`config.mk`:
```
export PLATFORM = sky130hd
export DESIGN_NAME = multichannel_decision_filter_flat
export DESIGN_NICKNAME = d
export VERILOG_FILES = /design/src/rtl/mdf_pkg.sv /design/src/rtl/mdf_if.sv /design/src/rtl/mdf_ram.sv /design/src/rtl/mdf_div.sv /design/src/rtl/multichannel_decision_filter.sv /design/src/flat_wrapper.sv
export SDC_FILE = /design/constraint.sdc
export NUM_CORES = 2
export LEC_CHECK = 0
export BUFFER_PORTS_ARGS = -buffer_cell sky130_fd_sc_hd__buf_2
export CELL_PAD_IN_SITES_DETAIL_PLACEMENT = 0
export CELL_PAD_IN_SITES_GLOBAL_PLACEMENT = 2
export CORE_UTILIZATION = 35
export DETAILED_ROUTE_END_ITERATION = 10
export GPL_ROUTABILITY_DRIVEN = 0
export PLACE_DENSITY = 0.73
export SYNTH_ARGS = -nofsm -noshare
export SYNTH_HDL_FRONTEND = slang
export SYNTH_SLANG_ARGS = --single-unit
```
`constraint.sdc`:
```
create_clock -name i_clk -period 18.1 [get_ports i_clk]
set_input_delay 1.81 -clock i_clk [delete_from_list [all_inputs] [get_ports i_clk]]
set_output_delay 1.81 -clock i_clk [all_outputs]
set_load 0.005 [all_outputs]
```
`src/rtl/mdf_pkg.sv`:
```
`timescale 1ns / 1ps
// ----------------------------------------------------------------------------
// Decision filter package
// Shared sizes, mode codes and reset values for the multichannel decision filter.
// ----------------------------------------------------------------------------
package mdf_pkg;

    // Window geometry.
    localparam int CHANNELS   = 4;
    localparam int WINDOW_LEN = 8;
    localparam int DEPTH      = CHANNELS * WINDOW_LEN;
    localparam int ADDR_W     = (DEPTH > 1) ? $clog2(DEPTH) : 1;
    localparam int PTR_W      = $clog2(WINDOW_LEN);
    localparam int SLOT_W     = $clog2(WINDOW_LEN + 1);
    localparam int CNT_W      = $clog2(WINDOW_LEN + 1);

    // Arithmetic widths: full-width window sum, divisor, smooth-hold limit.
    localparam int SUM_W      = 32 + $clog2(WINDOW_LEN) + 1;
    localparam int DIV_W      = $clog2(WINDOW_LEN + 1);
    localparam int LIM_W      = 50;

    // Configuration reset value.
    localparam logic [15:0] THRESH_RESET = 16'd6554;

    // Decision modes.
    localparam logic [2:0] MODE_TRIM   = 3'd0;
    localparam logic [2:0] MODE_MODE   = 3'd1;
    localparam logic [2:0] MODE_MEDIAN = 3'd2;
    localparam logic [2:0] MODE_SMOOTH = 3'd3;
    localparam logic [2:0] MODE_MAX    = 3'd4;
    localparam logic [2:0] MODE_MIN    = 3'd5;

endpackage

```
`src/rtl/mdf_if.sv`:
```
`timescale 1ns / 1ps
// ----------------------------------------------------------------------------
// Decision filter channels
// Valid/ready interfaces for the sample input and the decision output.
// ----------------------------------------------------------------------------
interface mdf_in_if;
    logic               valid;
    logic               ready;
    logic signed [31:0] sample_value;
    logic        [1:0]  channel;
    logic        [2:0]  filter_mode;

    modport source (output valid, sample_value, channel, filter_mode, input ready);
    modport sink   (input valid, sample_value, channel, filter_mode, output ready);
endinterface

interface mdf_out_if;
    logic               valid;
    logic               ready;
    logic signed [31:0] decided_value;

    modport source (output valid, decided_value, input ready);
    modport sink   (input valid, decided_value, output ready);
endinterface

```
`src/rtl/mdf_ram.sv`:
```
`timescale 1ns / 1ps
// ----------------------------------------------------------------------------
// Generic RAM
// One write port and one read port with registered read data.
// ----------------------------------------------------------------------------
module mdf_ram #(
    parameter int WIDTH = 32,
    parameter int DEPTH = 32
) (
    input  logic                                  i_clk,
    input  logic                                  i_we,
    input  logic [((DEPTH > 1) ? $clog2(DEPTH) : 1)-1:0] i_waddr,
    input  logic [WIDTH-1:0]                      i_wdata,
    input  logic                                  i_re,
    input  logic [((DEPTH > 1) ? $clog2(DEPTH) : 1)-1:0] i_raddr,
    output logic [WIDTH-1:0]                      o_rdata
);
    logic [WIDTH-1:0] r_mem [DEPTH];
    logic [WIDTH-1:0] r_rdata;

    // Storage write and registered read.
    always_ff @(posedge i_clk) begin
        if (i_we) begin
            r_mem[i_waddr] <= i_wdata;
        end
        if (i_re) begin
            r_rdata <= r_mem[i_raddr];
        end
    end

    assign o_rdata = r_rdata;
endmodule

```
`src/rtl/mdf_div.sv`:
```
`timescale 1ns / 1ps
// ----------------------------------------------------------------------------
// Constant divider
// Divides an unsigned magnitude by WINDOW_LEN-2 or by WINDOW_LEN through one
// shared reciprocal multiplier, upper half first and lower half second.
// ----------------------------------------------------------------------------
module mdf_div (
    input  logic                       i_clk,
    input  logic                       i_rst_n,
    input  logic                       i_start,
    input  logic                       i_trim,
    input  logic [mdf_pkg::SUM_W-1:0]  i_dividend,
    output logic                       o_busy,
    output logic                       o_done,
    output logic [mdf_pkg::SUM_W-1:0]  o_quotient
);
    localparam int SUM_W  = mdf_pkg::SUM_W;
    localparam int CH     = SUM_W / 2;
    localparam int RW     = 6;
    localparam int W      = CH + RW;
    localparam int KW     = W + 2;
    localparam int D_TRIM = mdf_pkg::WINDOW_LEN - 2;
    localparam int D_FULL = mdf_pkg::WINDOW_LEN;
    localparam int S_TRIM = W + $clog2(D_TRIM);
    localparam int S_FULL = W + $clog2(D_FULL);
    localparam logic [KW-1:0] K_TRIM =
        KW'(((64'd1 << S_TRIM) + 64'(D_TRIM) - 64'd1) / 64'(D_TRIM));
    localparam logic [KW-1:0] K_FULL =
        KW'(((64'd1 << S_FULL) + 64'(D_FULL) - 64'd1) / 64'(D_FULL));

    logic              r_busy;
    logic              r_done;
    logic              r_phase;
    logic              r_trim;
    logic [SUM_W-1:0]  r_x;
    logic [W-1:0]      r_qhi;
    logic [RW-1:0]     r_rem;
    logic [SUM_W-1:0]  r_q;
    logic [W-1:0]      w_v;
    logic [KW-1:0]     w_k;
    logic [W+KW-1:0]   w_prod;
    logic [W-1:0]      w_q;
    logic [W-1:0]      w_qd;
    logic [RW-1:0]     w_r;

    // Operand of the shared multiplier: the upper half first, then the
    // remainder of the upper half joined with the lower half.
    assign w_v = r_phase ? {r_rem, r_x[CH-1:0]} : W'(r_x[SUM_W-1:CH]);
    assign w_k = r_trim ? K_TRIM : K_FULL;

    // Reciprocal multiplication gives the exact floor quotient of the operand.
    assign w_prod = w_v * w_k;
    assign w_q    = r_trim ? W'(w_prod >> S_TRIM) : W'(w_prod >> S_FULL);
    assign w_qd   = r_trim ? W'(w_q * W'(D_TRIM)) : W'(w_q * W'(D_FULL));
    assign w_r    = RW'(w_v - w_qd);

    // Two-step sequence: upper quotient and remainder, then the full quotient.
    always_ff @(posedge i_clk) begin
        if (!i_rst_n) begin
            r_busy  <= 1'b0;
            r_done  <= 1'b0;
            r_phase <= 1'b0;
        end else begin
            r_done <= r_busy && r_phase;
            if (i_start && !r_busy) begin
                r_busy  <= 1'b1;
                r_phase <= 1'b0;
                r_trim  <= i_trim;
                r_x     <= i_dividend;
            end else if (r_busy) begin
                if (!r_phase) begin
                    r_qhi   <= w_q;
                    r_rem   <= w_r;
                    r_phase <= 1'b1;
                end else begin
                    r_q     <= (SUM_W'(r_qhi) << CH) + SUM_W'(w_q);
                    r_busy  <= 1'b0;
                    r_phase <= 1'b0;
                end
            end
        end
    end

    assign o_busy     = r_busy;
    assign o_done     = r_done;
    assign o_quotient = r_q;
endmodule

```
`src/rtl/multichannel_decision_filter.sv`:
```
`timescale 1ns / 1ps
// ----------------------------------------------------------------------------
// Multichannel decision filter
// Per-channel sliding windows with trimmed mean, mode, median, smooth-hold,
// max and min decisions.
// ----------------------------------------------------------------------------
//  Channel   Dir  Payload                                   Handshake
//  i_in      in   sample_value, channel, filter_mode        valid / ready
//  o_out     out  decided_value                             valid / ready
//  i_cfg_*   in   smooth_threshold (16 bits)                write enable
//
// One transaction at a time. A write step comes first, then a window scan;
// trimmed mean and smooth-hold then pass through the reciprocal divider
// (smooth-hold also through a multiply and a compare step); mode and median
// run a pairwise pass of WINDOW_LEN*(WINDOW_LEN+1) reads through the single
// window RAM port instead of the scan. A done step ends each transaction.
// The result sits in an output register, so the next transaction is accepted
// while it waits; the result after it holds in the done step until the register
// is taken. Reset is synchronous and clears every window to zero at once through
// per-entry valid bits.
// ----------------------------------------------------------------------------
module multichannel_decision_filter (
    input  logic             i_clk,
    input  logic             i_rst_n,
    mdf_in_if.sink           i_in,
    mdf_out_if.source        o_out,
    input  logic             i_cfg_wr_en,
    input  logic [15:0]      i_cfg_wr_data
);
    typedef enum logic [3:0] {
        S_IDLE, S_WRITE, S_SCAN, S_NEST, S_DIV, S_SMUL, S_SCMP, S_DONE
    } t_state;

    localparam int N      = mdf_pkg::WINDOW_LEN;
    localparam int SUM_W  = mdf_pkg::SUM_W;
    localparam int ADDR_W = mdf_pkg::ADDR_W;
    localparam int PTR_W  = mdf_pkg::PTR_W;
    localparam int SLOT_W = mdf_pkg::SLOT_W;
    localparam int CNT_W  = mdf_pkg::CNT_W;
    localparam int LIM_W  = mdf_pkg::LIM_W;

    t_state                    r_state;
    logic signed [31:0]        r_sample;
    logic [1:0]                r_ch;
    logic [2:0]                r_mode;
    logic [PTR_W-1:0]          r_wptr [mdf_pkg::CHANNELS];
    logic [mdf_pkg::DEPTH-1:0] r_vbits;
    logic [15:0]               r_thr;
    logic signed [31:0]        r_held;
    logic signed [SUM_W-1:0]   r_sum;
    logic signed [31:0]        r_mx, r_mn;
    logic                      r_issue;
    logic [PTR_W-1:0]          r_i;
    logic [SLOT_W-1:0]         r_s;
    logic                      r_dv;
    logic [PTR_W-1:0]          r_di;
    logic [SLOT_W-1:0]         r_ds;
    logic                      r_rvld;
    logic signed [31:0]        r_wi;
    logic [CNT_W-1:0]          r_ceq, r_clt, r_cle, r_best;
    logic                      r_found;
    logic                      r_neg;
    logic signed [31:0]        r_res;
    logic signed [31:0]        r_mean;
    logic signed [LIM_W-1:0]   r_lim;
    logic                      r_oval;
    logic signed [31:0]        r_odata;

    logic [ADDR_W-1:0]         w_base, w_waddr, w_raddr;
    logic [PTR_W-1:0]          w_ridx;
    logic                      w_re;
    logic [31:0]               w_rdata;
    logic signed [31:0]        w_d;
    logic signed [SUM_W-1:0]   n_sum, w_num, w_mag;
    logic signed [31:0]        n_mx, n_mn;
    logic [PTR_W-1:0]          w_j;
    logic [CNT_W-1:0]          n_ceq, n_clt, n_cle;
    logic                      w_div_start;
    logic                      w_div_busy, w_div_done;
    logic [SUM_W-1:0]          w_quot;
    logic signed [SUM_W-1:0]   w_qs;
    logic signed [LIM_W-1:0]   w_up, w_dn;
    logic                      w_upd;

    // Window addressing: base of the channel plus the slot.
    assign w_base  = ADDR_W'(ADDR_W'(r_ch) * ADDR_W'(N));
    assign w_waddr = w_base + ADDR_W'(r_wptr[r_ch]);
    assign w_ridx  = (r_state == S_NEST) ? ((r_s == '0) ? r_i : PTR_W'(r_s - 1'b1))
                                         : PTR_W'(r_s);
    assign w_raddr = w_base + ADDR_W'(w_ridx);
    assign w_re    = r_issue && ((r_state == S_SCAN) || (r_state == S_NEST));

    mdf_ram #(.WIDTH(32), .DEPTH(mdf_pkg::DEPTH)) u_ram (
        .i_clk   (i_clk),
        .i_we    (r_state == S_WRITE),
        .i_waddr (w_waddr),
        .i_wdata (r_sample),
        .i_re    (w_re),
        .i_raddr (w_raddr),
        .o_rdata (w_rdata)
    );

    // An entry never written since reset reads as zero.
    assign w_d = r_rvld ? $signed(w_rdata) : 32'sd0;

    // Scan accumulation: sum, maximum and minimum.
    always_comb begin
        if (r_ds == '0) begin
            n_sum = SUM_W'(w_d);
            n_mx  = w_d;
            n_mn  = w_d;
        end else begin
            n_sum = r_sum + SUM_W'(w_d);
            n_mx  = (w_d > r_mx) ? w_d : r_mx;
            n_mn  = (w_d < r_mn) ? w_d : r_mn;
        end
    end

    // Pairwise counts against the current reference entry.
    assign w_j   = PTR_W'(r_ds - 1'b1);
    assign n_ceq = r_ceq + CNT_W'((w_d == r_wi) && (w_j >= r_di));
    assign n_clt = r_clt + CNT_W'(w_d < r_wi);
    assign n_cle = r_cle + CNT_W'(w_d <= r_wi);

    // Divider operands: trimmed numerator or plain sum, as a magnitude.
    assign w_num       = (r_mode == mdf_pkg::MODE_TRIM)
                       ? (n_sum - SUM_W'(n_mx) - SUM_W'(n_mn)) : n_sum;
    assign w_mag       = w_num[SUM_W-1] ? -w_num : w_num;
    assign w_div_start = (r_state == S_SCAN) && r_dv && (r_ds == SLOT_W'(N - 1))
                       && ((r_mode == mdf_pkg::MODE_TRIM) || (r_mode == mdf_pkg::MODE_SMOOTH));

    mdf_div u_div (
        .i_clk      (i_clk),
        .i_rst_n    (i_rst_n),
        .i_start    (w_div_start),
        .i_trim     (r_mode == mdf_pkg::MODE_TRIM),
        .i_dividend (w_mag),
        .o_busy     (w_div_busy),
        .o_done     (w_div_done),
        .o_quotient (w_quot)
    );

    assign w_qs = r_neg ? -$signed(w_quot) : $signed(w_quot);

    // Smooth-hold spread test against the registered limit.
    assign w_up  = LIM_W'(LIM_W'(r_mx) - LIM_W'(r_mean)) <<< 16;
    assign w_dn  = LIM_W'(LIM_W'(r_mean) - LIM_W'(r_mn)) <<< 16;
    assign w_upd = (r_mean > 32'sd0) && (w_up < r_lim) && (w_dn < r_lim);

    assign i_in.ready          = (r_state == S_IDLE);
    assign o_out.valid         = r_oval;
    assign o_out.decided_value = r_odata;

    // Sequencer, window state and output register.
    always_ff @(posedge i_clk) begin
        if (!i_rst_n) begin
            r_state <= S_IDLE;
            r_vbits <= '0;
            for (int c = 0; c < mdf_pkg::CHANNELS; c++) begin
                r_wptr[c] <= '0;
            end
            r_thr   <= mdf_pkg::THRESH_RESET;
            r_held  <= '0;
            r_issue <= 1'b0;
            r_dv    <= 1'b0;
            r_oval  <= 1'b0;
        end else begin
            if (i_cfg_wr_en) begin
                r_thr <= i_cfg_wr_data;
            end
            r_dv   <= w_re;
            r_di   <= r_i;
            r_ds   <= r_s;
            r_rvld <= r_vbits[w_raddr];
            if (r_oval && o_out.ready && (r_state != S_DONE)) begin
                r_oval <= 1'b0;
            end
            case (r_state)
                S_IDLE: begin
                    if (i_in.valid) begin
                        r_sample <= i_in.sample_value;
                        r_ch     <= i_in.channel;
                        r_mode   <= i_in.filter_mode;
                        if (int'(i_in.channel) >= mdf_pkg::CHANNELS) begin
                            r_res   <= '0;
                            r_state <= S_DONE;
                        end else begin
                            r_state <= S_WRITE;
                        end
                    end
                end
                S_WRITE: begin
                    r_vbits[w_waddr] <= 1'b1;
                    r_wptr[r_ch]     <= (r_wptr[r_ch] == PTR_W'(N - 1))
                                      ? '0 : r_wptr[r_ch] + 1'b1;
                    r_i     <= '0;
                    r_s     <= '0;
                    r_best  <= '0;
                    r_found <= 1'b0;
                    if ((r_mode == mdf_pkg::MODE_MODE) || (r_mode == mdf_pkg::MODE_MEDIAN)) begin
                        r_issue <= 1'b1;
                        r_state <= S_NEST;
                    end else if (r_mode <= mdf_pkg::MODE_MIN) begin
                        r_issue <= 1'b1;
                        r_state <= S_SCAN;
                    end else begin
                        r_res   <= '0;
                        r_state <= S_DONE;
                    end
                end
                S_SCAN: begin
                    if (r_issue) begin
                        if (r_s == SLOT_W'(N - 1)) begin
                            r_issue <= 1'b0;
                        end else begin
                            r_s <= r_s + 1'b1;
                        end
                    end
                    if (r_dv) begin
                        r_sum <= n_sum;
                        r_mx  <= n_mx;
                        r_mn  <= n_mn;
                        if (r_ds == SLOT_W'(N - 1)) begin
                            r_neg <= w_num[SUM_W-1];
                            if (r_mode == mdf_pkg::MODE_MAX) begin
                                r_res   <= n_mx;
                                r_state <= S_DONE;
                            end else if (r_mode == mdf_pkg::MODE_MIN) begin
                                r_res   <= n_mn;
                                r_state <= S_DONE;
                            end else begin
                                r_state <= S_DIV;
                            end
                        end
                    end
                end
                S_NEST: begin
                    if (r_issue) begin
                        if (r_s == SLOT_W'(N)) begin
                            r_s <= '0;
                            if (r_i == PTR_W'(N - 1)) begin
                                r_issue <= 1'b0;
                            end else begin
                                r_i <= r_i + 1'b1;
                            end
                        end else begin
                            r_s <= r_s + 1'b1;
                        end
                    end
                    if (r_dv) begin
                        if (r_ds == '0) begin
                            r_wi  <= w_d;
                            r_ceq <= '0;
                            r_clt <= '0;
                            r_cle <= '0;
                        end else begin
                            r_ceq <= n_ceq;
                            r_clt <= n_clt;
                            r_cle <= n_cle;
                            if (r_ds == SLOT_W'(N)) begin
                                if (r_mode == mdf_pkg::MODE_MODE) begin
                                    if (n_ceq > r_best) begin
                                        r_best <= n_ceq;
                                        r_res  <= r_wi;
                                    end
                                end else if (!r_found && (n_clt <= CNT_W'(N / 2))
                                             && (n_cle > CNT_W'(N / 2))) begin
                                    r_found <= 1'b1;
                                    r_res   <= r_wi;
                                end
                                if (r_di == PTR_W'(N - 1)) begin
                                    r_state <= S_DONE;
                                end
                            end
                        end
                    end
                end
                S_DIV: begin
                    if (w_div_done) begin
                        if (r_mode == mdf_pkg::MODE_TRIM) begin
                            r_res   <= w_qs[31:0];
                            r_state <= S_DONE;
                        end else begin
                            r_mean  <= w_qs[31:0];
                            r_state <= S_SMUL;
                        end
                    end
                end
                S_SMUL: begin
                    r_lim   <= LIM_W'($signed({1'b0, r_thr})) * LIM_W'(r_mean);
                    r_state <= S_SCMP;
                end
                S_SCMP: begin
                    if (w_upd) begin
                        r_held <= r_mean;
                        r_res  <= r_mean;
                    end else begin
                        r_res  <= r_held;
                    end
                    r_state <= S_DONE;
                end
                S_DONE: begin
                    if (!r_oval || o_out.ready) begin
                        r_oval  <= 1'b1;
                        r_odata <= r_res;
                        r_state <= S_IDLE;
                    end
                end
                default: begin
                    r_state <= S_IDLE;
                end
            endcase
        end
    end

    // An accepted transaction always leaves idle for the write or the result.
    a_accept_next: assert property (@(posedge i_clk) disable iff (!i_rst_n)
        (i_in.valid && i_in.ready) |=> ((r_state == S_WRITE) || (r_state == S_DONE)))
        else $error("accepted transaction did not start");

    // The divider runs only while the sequencer waits on it.
    a_div_owned: assert property (@(posedge i_clk) disable iff (!i_rst_n)
        w_div_busy |-> (r_state == S_DIV))
        else $error("divider busy outside the divide step");

    // The held smooth value changes only in the smooth-hold compare step.
    a_held_step: assert property (@(posedge i_clk) disable iff (!i_rst_n)
        (r_held != $past(r_held)) |-> ($past(r_state) == S_SCMP))
        else $error("held value changed outside smooth-hold");
endmodule

```
`src/flat_wrapper.sv`:
```
// flat-port wrapper written by rule: the top's interface ports become plain ports
module multichannel_decision_filter_flat 
  (i_clk, i_rst_n, i_cfg_wr_en, i_cfg_wr_data, i_in_valid, i_in_sample_value, i_in_channel, i_in_filter_mode, i_in_ready, o_out_valid, o_out_decided_value, o_out_ready);
  mdf_in_if i_in_i ();
  mdf_out_if o_out_i ();
  input  logic i_clk;
  input  logic i_rst_n;
  input  logic i_cfg_wr_en;
  input  logic [15:0] i_cfg_wr_data;
  input wire logic [$bits(i_in_i.valid)-1:0] i_in_valid;
  input wire logic [$bits(i_in_i.sample_value)-1:0] i_in_sample_value;
  input wire logic [$bits(i_in_i.channel)-1:0] i_in_channel;
  input wire logic [$bits(i_in_i.filter_mode)-1:0] i_in_filter_mode;
  output wire logic [$bits(i_in_i.ready)-1:0] i_in_ready;
  output wire logic [$bits(o_out_i.valid)-1:0] o_out_valid;
  output wire logic [$bits(o_out_i.decided_value)-1:0] o_out_decided_value;
  input wire logic [$bits(o_out_i.ready)-1:0] o_out_ready;
  assign i_in_i.valid = i_in_valid;
  assign i_in_i.sample_value = i_in_sample_value;
  assign i_in_i.channel = i_in_channel;
  assign i_in_i.filter_mode = i_in_filter_mode;
  assign i_in_ready = i_in_i.ready;
  assign o_out_valid = o_out_i.valid;
  assign o_out_decided_value = o_out_i.decided_value;
  assign o_out_i.ready = o_out_ready;
  multichannel_decision_filter u_core (.i_clk(i_clk), .i_rst_n(i_rst_n), .i_in(i_in_i), .o_out(o_out_i), .i_cfg_wr_en(i_cfg_wr_en), .i_cfg_wr_data(i_cfg_wr_data));
endmodule
```
[Word level (Yosys, flattened, before mapping)]
Memories as Yosys holds them, arrays and structs flattened. A register that Yosys moved wholly into a read port is not among the register bits.
Index checks and enable logic that the tools add are counted.
Widths: inputs -> output; s select.
Cells by class
  add/sub/neg operators: 19
  $mul: 3
  divide/modulo/power cells: 0
  $lt $le $gt $ge: 15
  equal/unequal tests: 46
  shift-type cells: 0
  muxes and demuxes: 94
  bitwise operators: 5
  reductions and logical operators: 48
Operator list (number)
  $mux 32: 21
  $pmux 32 s5: 1
  $lt 50x50->1: 2
  $mux 4: 20
  $mux 36: 2
  $sub 36x32->36: 2
  $sub 32x32->33: 2
  $lt 32x32->1: 2
  $mul 17x32->49: 1
  $mul 24x25->49: 1
  $add 36x32->36: 1
  $neg 36->36: 1
  $mux 35: 1
  $add 32x22->32: 1
  $eq 32x32->1: 1
  $gt 32x1->1 const B: 1
  $gt 32x32->1: 1
  $le 32x32->1: 1
  $ne 2x2->1 const B: 16
  $neg 32->32: 1
  $or 32x32->32: 1
  $pmux 4 s8: 1
  $mux 1: 26
  $eq 4x3->1 const B: 6
  54 further kinds: 117
Storage, ports and cells
  bits in registers: 527
  bits in latches: 0
  RAM bits: 1036
  ROM bits: 0
  output and inout port bits: 34
  logic and storage cells: 270
  memories kept: 2
Memories
  u_core.u_ram.r_mem: depth 32, width 32, rd ports 1, clocked after memory_dff 1, wr ports 1, RTL line mdf_ram.sv:18  | logic [WIDTH-1:0] r_mem [DEPTH];
  u_core.r_wptr: depth 4, width 3, rd ports 1, clocked after memory_dff 1, wr ports 4, RTL line multichannel_decision_filter.sv:46  | logic [PTR_W-1:0] r_wptr [mdf_pkg::CHANNELS];

[Longest topological paths before layout]
  depth in word-level cells: 12
  mapped depth: 38

[Cells and area by module]
A second synthesis with hierarchy kept.
Unflattened totals
  cells, all modules: 8696
  area, all modules: 103513.0 um^2
Modules (own cells, without submodules)
  multichannel_decision_filter: times used 1, cells an instance 5322, area an instance 50248.2 um^2
  mdf_ram: times used 1, cells an instance 2260, area an instance 40812.9 um^2
  mdf_div: times used 1, cells an instance 1114, area an instance 12451.9 um^2

[Worst setup path after synthesis]
Ideal clock, no wire load.
  path kind: reg2reg
  start: reg u_core.u_div.r_phase
  end: reg u_core.u_div.r_q[31], in the netlist u_core.u_div.o_quotient[31] (data pin)
  setup time: 0.258 ns
  arrival time: 8.222 ns
  required time: 17.842 ns
  path slack: 9.620 ns
  stages on the path, launching flop included: 33
  path buffers: 2
  path through: dfxtp_1 > clkbuf_1 > buf_1 > mux2_2 > and2_1 > ha_1 > fa_1 > fa_1 > fa_1 > inv_1 > fa_1 > inv_1 > fa_1 > fa_1 > ha_1 > a21o_1 > a21o_1 > a21oi_1 > o21ai_0 > a31oi_1 > a211oi_1 > o211a_1 > nand4_1 > a221oi_1 > xor2_1 > ha_1 > a21o_1 > a21oi_1 > nor2b_1 > o21ai_0 > nor2_1 > nand4_1 > xnor2_1
Between the ends
  cells in the longest elaborated chain, start to end: 3
Ends and longest elaborated chain
  start: declaration: RTL line mdf_div.sv:33  | logic r_phase;
  start signal: assignment: RTL line mdf_div.sv:62  | r_phase <= 1'b0;
  start signal: assignment: RTL line mdf_div.sv:67  | r_phase <= 1'b0;
  start signal: assignment: RTL line mdf_div.sv:74  | r_phase <= 1'b1;
  $mux 24: RTL line mdf_div.sv:48  | assign w_v = r_phase ? {r_rem, r_x[CH-1:0]} : W'(r_x[SUM_W-1:CH]);
  $mul 24x25->49: RTL line mdf_div.sv:52  | assign w_prod = w_v * w_k;
  $add 32x22->32: RTL line mdf_div.sv:76  | r_q <= (SUM_W'(r_qhi) << CH) + SUM_W'(w_q);
  end signal: assignment: RTL line mdf_div.sv:76
  end: declaration: RTL line mdf_div.sv:38  | logic [SUM_W-1:0] r_q;
No other way between the ends.
A chain may end at the register's enable or synchronous reset.

[Final worst setup path]
  start: reg u_core.r_rvld
  end: reg u_core.u_div.r_x[34] (data pin)
Between the ends
  cells in the longest elaborated chain, start to end: 9
Ends and longest elaborated chain
  start: declaration: RTL line multichannel_decision_filter.sv:58  | logic r_rvld;
  start signal: assignment: RTL line multichannel_decision_filter.sv:174  | r_rvld <= r_vbits[w_raddr];
  $mux 32 (*): RTL line multichannel_decision_filter.sv:104  | assign w_d = r_rvld ? $signed(w_rdata) : 32'sd0;
  $gt 32x32->1: RTL line multichannel_decision_filter.sv:114  | n_mx = (w_d > r_mx) ? w_d : r_mx;
  $mux 32: RTL line multichannel_decision_filter.sv:114
  $mux 32 (*): RTL line multichannel_decision_filter.sv:108  | if (r_ds == '0) begin
  via u_core.n_mx[10]: RTL line multichannel_decision_filter.sv:75  | logic signed [31:0] n_mx, n_mn;
  $sub 36x32->36 (*) (2 in a row): RTL line multichannel_decision_filter.sv:127  | ? (n_sum - SUM_W'(n_mx) - SUM_W'(n_mn)) : n_sum;
  $mux 36 (*): RTL line multichannel_decision_filter.sv:127
  $neg 36->36: RTL line multichannel_decision_filter.sv:128  | assign w_mag = w_num[SUM_W-1] ? -w_num : w_num;
  $mux 35 (*): RTL line multichannel_decision_filter.sv:128
  via u_core.u_div.i_dividend (one bit): RTL line mdf_div.sv:12  | input logic [mdf_pkg::SUM_W-1:0] i_dividend,
  end signal: assignment: RTL line mdf_div.sv:69  | r_x <= i_dividend;
  end: declaration: RTL line mdf_div.sv:35  | logic [SUM_W-1:0] r_x;
The timed path passes the listed nets; every way through them passes the cells marked *.

==> flow_summary.rst <==
.. list-table::
   :header-rows: 1

   * - Metric
     - Value
   * - Reg area
     - 47000 µm²
   * - Worst hold path cell count
     - 0
   * - Clock group share of total power
     - between 20% and 30%
   * - Nets
     - roughly 11000
   * - Kind of cell adding the most delay to the critical path
     - compound AO/OA/AOI/OAI gates
   * - Nets in the synthesized netlist
     - around 11000
   * - Flip-flop and latch count after synthesis
     - around 1600
   * - Async SR Flop Fraction
     - 0%
   * - # DRC
     - 0
   * - Number of distinct library cell variants in the gate-level netlist after synthesis
     - 97
   * - Worst setup slack after placement
     - 8.47 ns
   * - Final-layout fill cell count
     - between 20000 and 30000
   * - Standard-cell row count
     - about 200
   * - TritonCTS Buffers
     - 181
   * - Endpoint arrival time on the critical path
     - 10.37 ns
   * - Horizontal die dimension
     - around 540 µm
   * - Outcome
     - finished, final reports clean
   * - Max Freq
     - roughly 0.1 GHz
   * - Post-DR vias/cell
     - roughly 5.3
   * - Standby leakage power
     - approximately 46 nW
   * - Number of antenna violations at the first check in global routing
     - 18
   * - Slew at the pin closest to its max-slew limit
     - roughly 1.3 ns
   * - Slack of the worst reg-to-reg path
     - between 8 and 9 ns
   * - Setup Total Neg Slack
     - 0 ns
   * - Count of final setup violators
     - 0
   * - Hold Crit Endpoint
     - u_core.o_out.decided_value[4]
   * - Pwr Total
     - 15.0 mW
   * - Total of buffers placed on input and output ports
     - 91
   * - Multi-input logic area
     - 49900 µm²
   * - Max stage delay on crit path
     - about 0.90 ns
   * - CTS tree
     - yes
   * - Die Outline Area
     - 295000 µm²
   * - Hold_ws
     - ~0.42 ns
   * - Sequential share of power
     - a little under a third
   * - Number of detailed-route iterations in the first pass
     - 7
   * - Global-route wire length before repair
     - 477 mm
   * - Number of cells on the worst reg-to-reg path
     - 25
   * - Min Tclk post-route
     - 9.85 ns
   * - Detailed router's first-iteration violation count
     - approximately 6100
   * - Area of the placeable core
     - between 200000 and 300000 µm²
   * - Total Routing Usage GR
     - 21.7%
   * - Clock latency of the later-clocked register in the worst-skew pair
     - a little under 0.9 ns
   * - Crit path capture type
     - flop
   * - Setup repair after global routing missed its margin
     - false
   * - Number of buffers inserted for hold repair after clock tree synthesis
     - 0
   * - Master of the slowest instance on the critical path
     - sky130_fd_sc_hd__a211oi_4
   * - Yosys warnings
     - 0
   * - EDFF count, synth
     - between 1500 and 2000
   * - Hold violation total from the final report
     - 0
   * - Cell at the root of the clock tree
     - sky130_fd_sc_hd__clkbuf_16
   * - Buffers inserted by post-CTS timing repair
     - 0
   * - Number of max-cap violations
     - 0
   * - Average size of a mapped cell
     - between 10 and 15 µm²
   * - Fraction of layout instances using a drive strength above 1
     - around 6%
   * - Mapped cell area
     - about 100000 µm²
   * - Critical path fanouts, max
     - between 40 and 50
   * - Number of cells in the design after placement
     - 13163
   * - Number of instances in the synthesized netlist
     - approximately 9500
   * - Startpoint of the worst register-to-register path
     - u_core.r_rvld
   * - Wire length reported by the detailed router
     - approximately 320 mm
   * - Internal Dissipation
     - about 9.0 mW
   * - Average wire per standard cell
     - 23.9 µm
   * - Final HPWL from detailed placement
     - ~220 mm
   * - Launch point of the worst hold path
     - u_core.r_res[4]
   * - Initial core utilization
     - 35.2%
   * - Die height
     - 543 µm
   * - Pin count of the biggest net entering global routing
     - roughly 160
   * - Final worst clock skew
     - ~0.093 ns
   * - Number of global-route vias before repair
     - ~72000
   * - Crit path buf inv count
     - 3
   * - Depth of the critical timing path with buffers and inverters included
     - 25
   * - Clock slew seen by the registers of the worst setup and hold paths
     - 0.06 ns
   * - Clock buffer depth
     - 4
   * - Switch share
     - 39.9%
   * - Overall overflow remaining after global route
     - 0
   * - TritonCTS sink count
     - ~1600
   * - Number of non-filler instances in the completed layout
     - between 10000 and 15000
   * - H-tree levels
     - 4
   * - Period Utilization, post-route
     - between 50 and 60%
   * - Count of cells resized by post-cts repair
     - 0
   * - Power spent charging and discharging nets
     - 5.96 mW
   * - Worst setup slack after layout
     - 8.25 ns
   * - Post-synthesis to final-layout area growth
     - 10.3%
   * - Prevailing post-synth register cell
     - sky130_fd_sc_hd__edfxtp_1
   * - Terminus of the critical flop-to-flop path
     - u_core.u_div.r_x[34]
   * - Peak ir drop on the vdd network
     - between 0.1 and 0.15 mV
   * - Total number of vias
     - about 72000
   * - Power share of the combinational group
     - 45.7%
   * - Fraction of the yosys area taken by sequential cells
     - between 40% and 50%
   * - Tightest slew margin relative to the limit
     - under 10%
   * - Number of top-level design ports
     - a little over 90
   * - Power density of the placed cells
     - between 100 and 150 nW/µm²
   * - Max-slew violations
     - 0
   * - Number of antenna-violating nets in the routed design
     - 0
   * - Type of origin of the critical path
     - flop
   * - Data required time of the worst path
     - approximately 19 ns
   * - Hold Path Class
     - flop to flop
   * - WS Path Type
     - flop to flop
## through the flow
step	area (µm²)	utilization (%)
after CTS	113000	38.8
after global routing	113000	38.8
final	113000	38.9
after floorplan	103000	-
after global placement	108000	37.0
after detailed placement	108000	37.0
## worst max path at each step
stage                                       end  slack, ns                  from
global route               u_core.u_div.r_x[34]       7.72         u_core.r_rvld
finish                     u_core.u_div.r_x[34]       8.25         u_core.r_rvld
detailed placement         u_core.u_div.r_x[34]       8.47         u_core.r_rvld
global placement    u_core.u_div.o_quotient[31]       8.54   u_core.u_div.r_trim
CTS                        u_core.u_div.r_x[34]       8.40         u_core.r_rvld
floorplan           u_core.u_div.o_quotient[31]       9.62  u_core.u_div.r_phase
## state kept, by name, indices dropped and copies added, names as in the netlist, 36 cells and up, named ones only
| register | cells |
|---|---|
| u_core.u_ram.r_mem | 1024 |
| u_core.r_lim | 49 |
| u_core.r_sum | 36 |
| u_core.u_div.r_x | 36 |
## cells by family after synthesis
family / count (synthesis) / synth area share, %
simple gates: 3164 / 14.0
buf+inv: 1618 / 5.97
compound gates: 1430 / 9.61
fa+ha+maj: 1351 / 21.6
xor+xnor: 266 / 2.29
flops: 1595 / 45.8
mux: 68 / 0.728
## layout by cell type, fill, tap and decap left out, drive strengths merged, types with 13 or more instances in the layout
cell and instances:
a21boi 36, mux2i 42, or4 17, o211ai 25, a222oi 29, a211oi 62
nand2 1762, nand3b 14, ha 649, a21o 184, and2 238, dfxtp 91
o21bai 31, clkinv 76, or3 26, a31oi 97, inv 1152, and3 181
o21ai 228, buf 238, a22oi 14, nor4 23, nor3 61, a311oi 204
diode 13, o21a 70, fa 699, a221oi 22, nand3 362, xnor2 193
xor2 72, nand4 83, nor2b 55, edfxtp 1504, nor2 253, a21oi 297
o31ai 21, clkbuf 233, mux2 23, nand2b 41
## final cells by class
type	count	area share, %
antenna	13	0.0287
inverter	1151	3.82
multi-input combinational	6279	44.1
clock inverter	88	0.549
sequential	1595	41.5
clock buffer	233	4.28
tap	3900	4.31
timing repair buffer	238	1.46
## per-layer routing
layer,share of wire [%],GRT usage (%),vias to the layer above
met5,0.0081,0,-
met4,2.9,6.19,4
met3,5.5,2.67,443
met2,48,36.9,2049
met1,43,28.8,36368
li1,-,-,32692
## cells in the mapped netlist, drive strengths merged (12+ instances only)
master | number | area, µm²
dfxtp | 91 | 1820
nand4 | 83 | 526
a31oi | 97 | 607
and4 | 12 | 105
nand2 | 1762 | 6610
o21a | 70 | 526
nand3 | 362 | 1810
nor2 | 253 | 950
buf | 49 | 229
o21ai | 228 | 1140
a221oi | 22 | 193
or3 | 26 | 163
nor4 | 23 | 144
a222oi | 29 | 290
o21bai | 31 | 233
fa | 699 | 14000
ha | 649 | 8120
xnor2 | 193 | 1690
mux2 | 23 | 259
clkbuf | 418 | 1570
a21boi | 36 | 270
nor2b | 55 | 344
nand2b | 41 | 257
inv | 1151 | 4330
o31ai | 21 | 158
a211oi | 62 | 465
a21o | 184 | 1380
xor2 | 72 | 638
nor3 | 61 | 310
or4 | 17 | 131
a22oi | 14 | 105
and3 | 181 | 1130
and2 | 238 | 1490
a311oi | 204 | 1790
mux2i | 42 | 420
edfxtp | 1504 | 45200
a21oi | 297 | 1490
o211ai | 25 | 188
nand3b | 14 | 105
## power by group through the flow
stage               Sequential [mW]  Clock [mW]  Combinational (mW)
global placement               4.73           0                6.83
floorplan                      4.66           0                4.86
finish                         4.66        3.47                6.83
CTS                            4.66        3.55                6.90
global route                   4.68        3.67                7.63
detailed placement             4.73           0                6.86
Note: power is estimated with default switching activity, not from simulation.
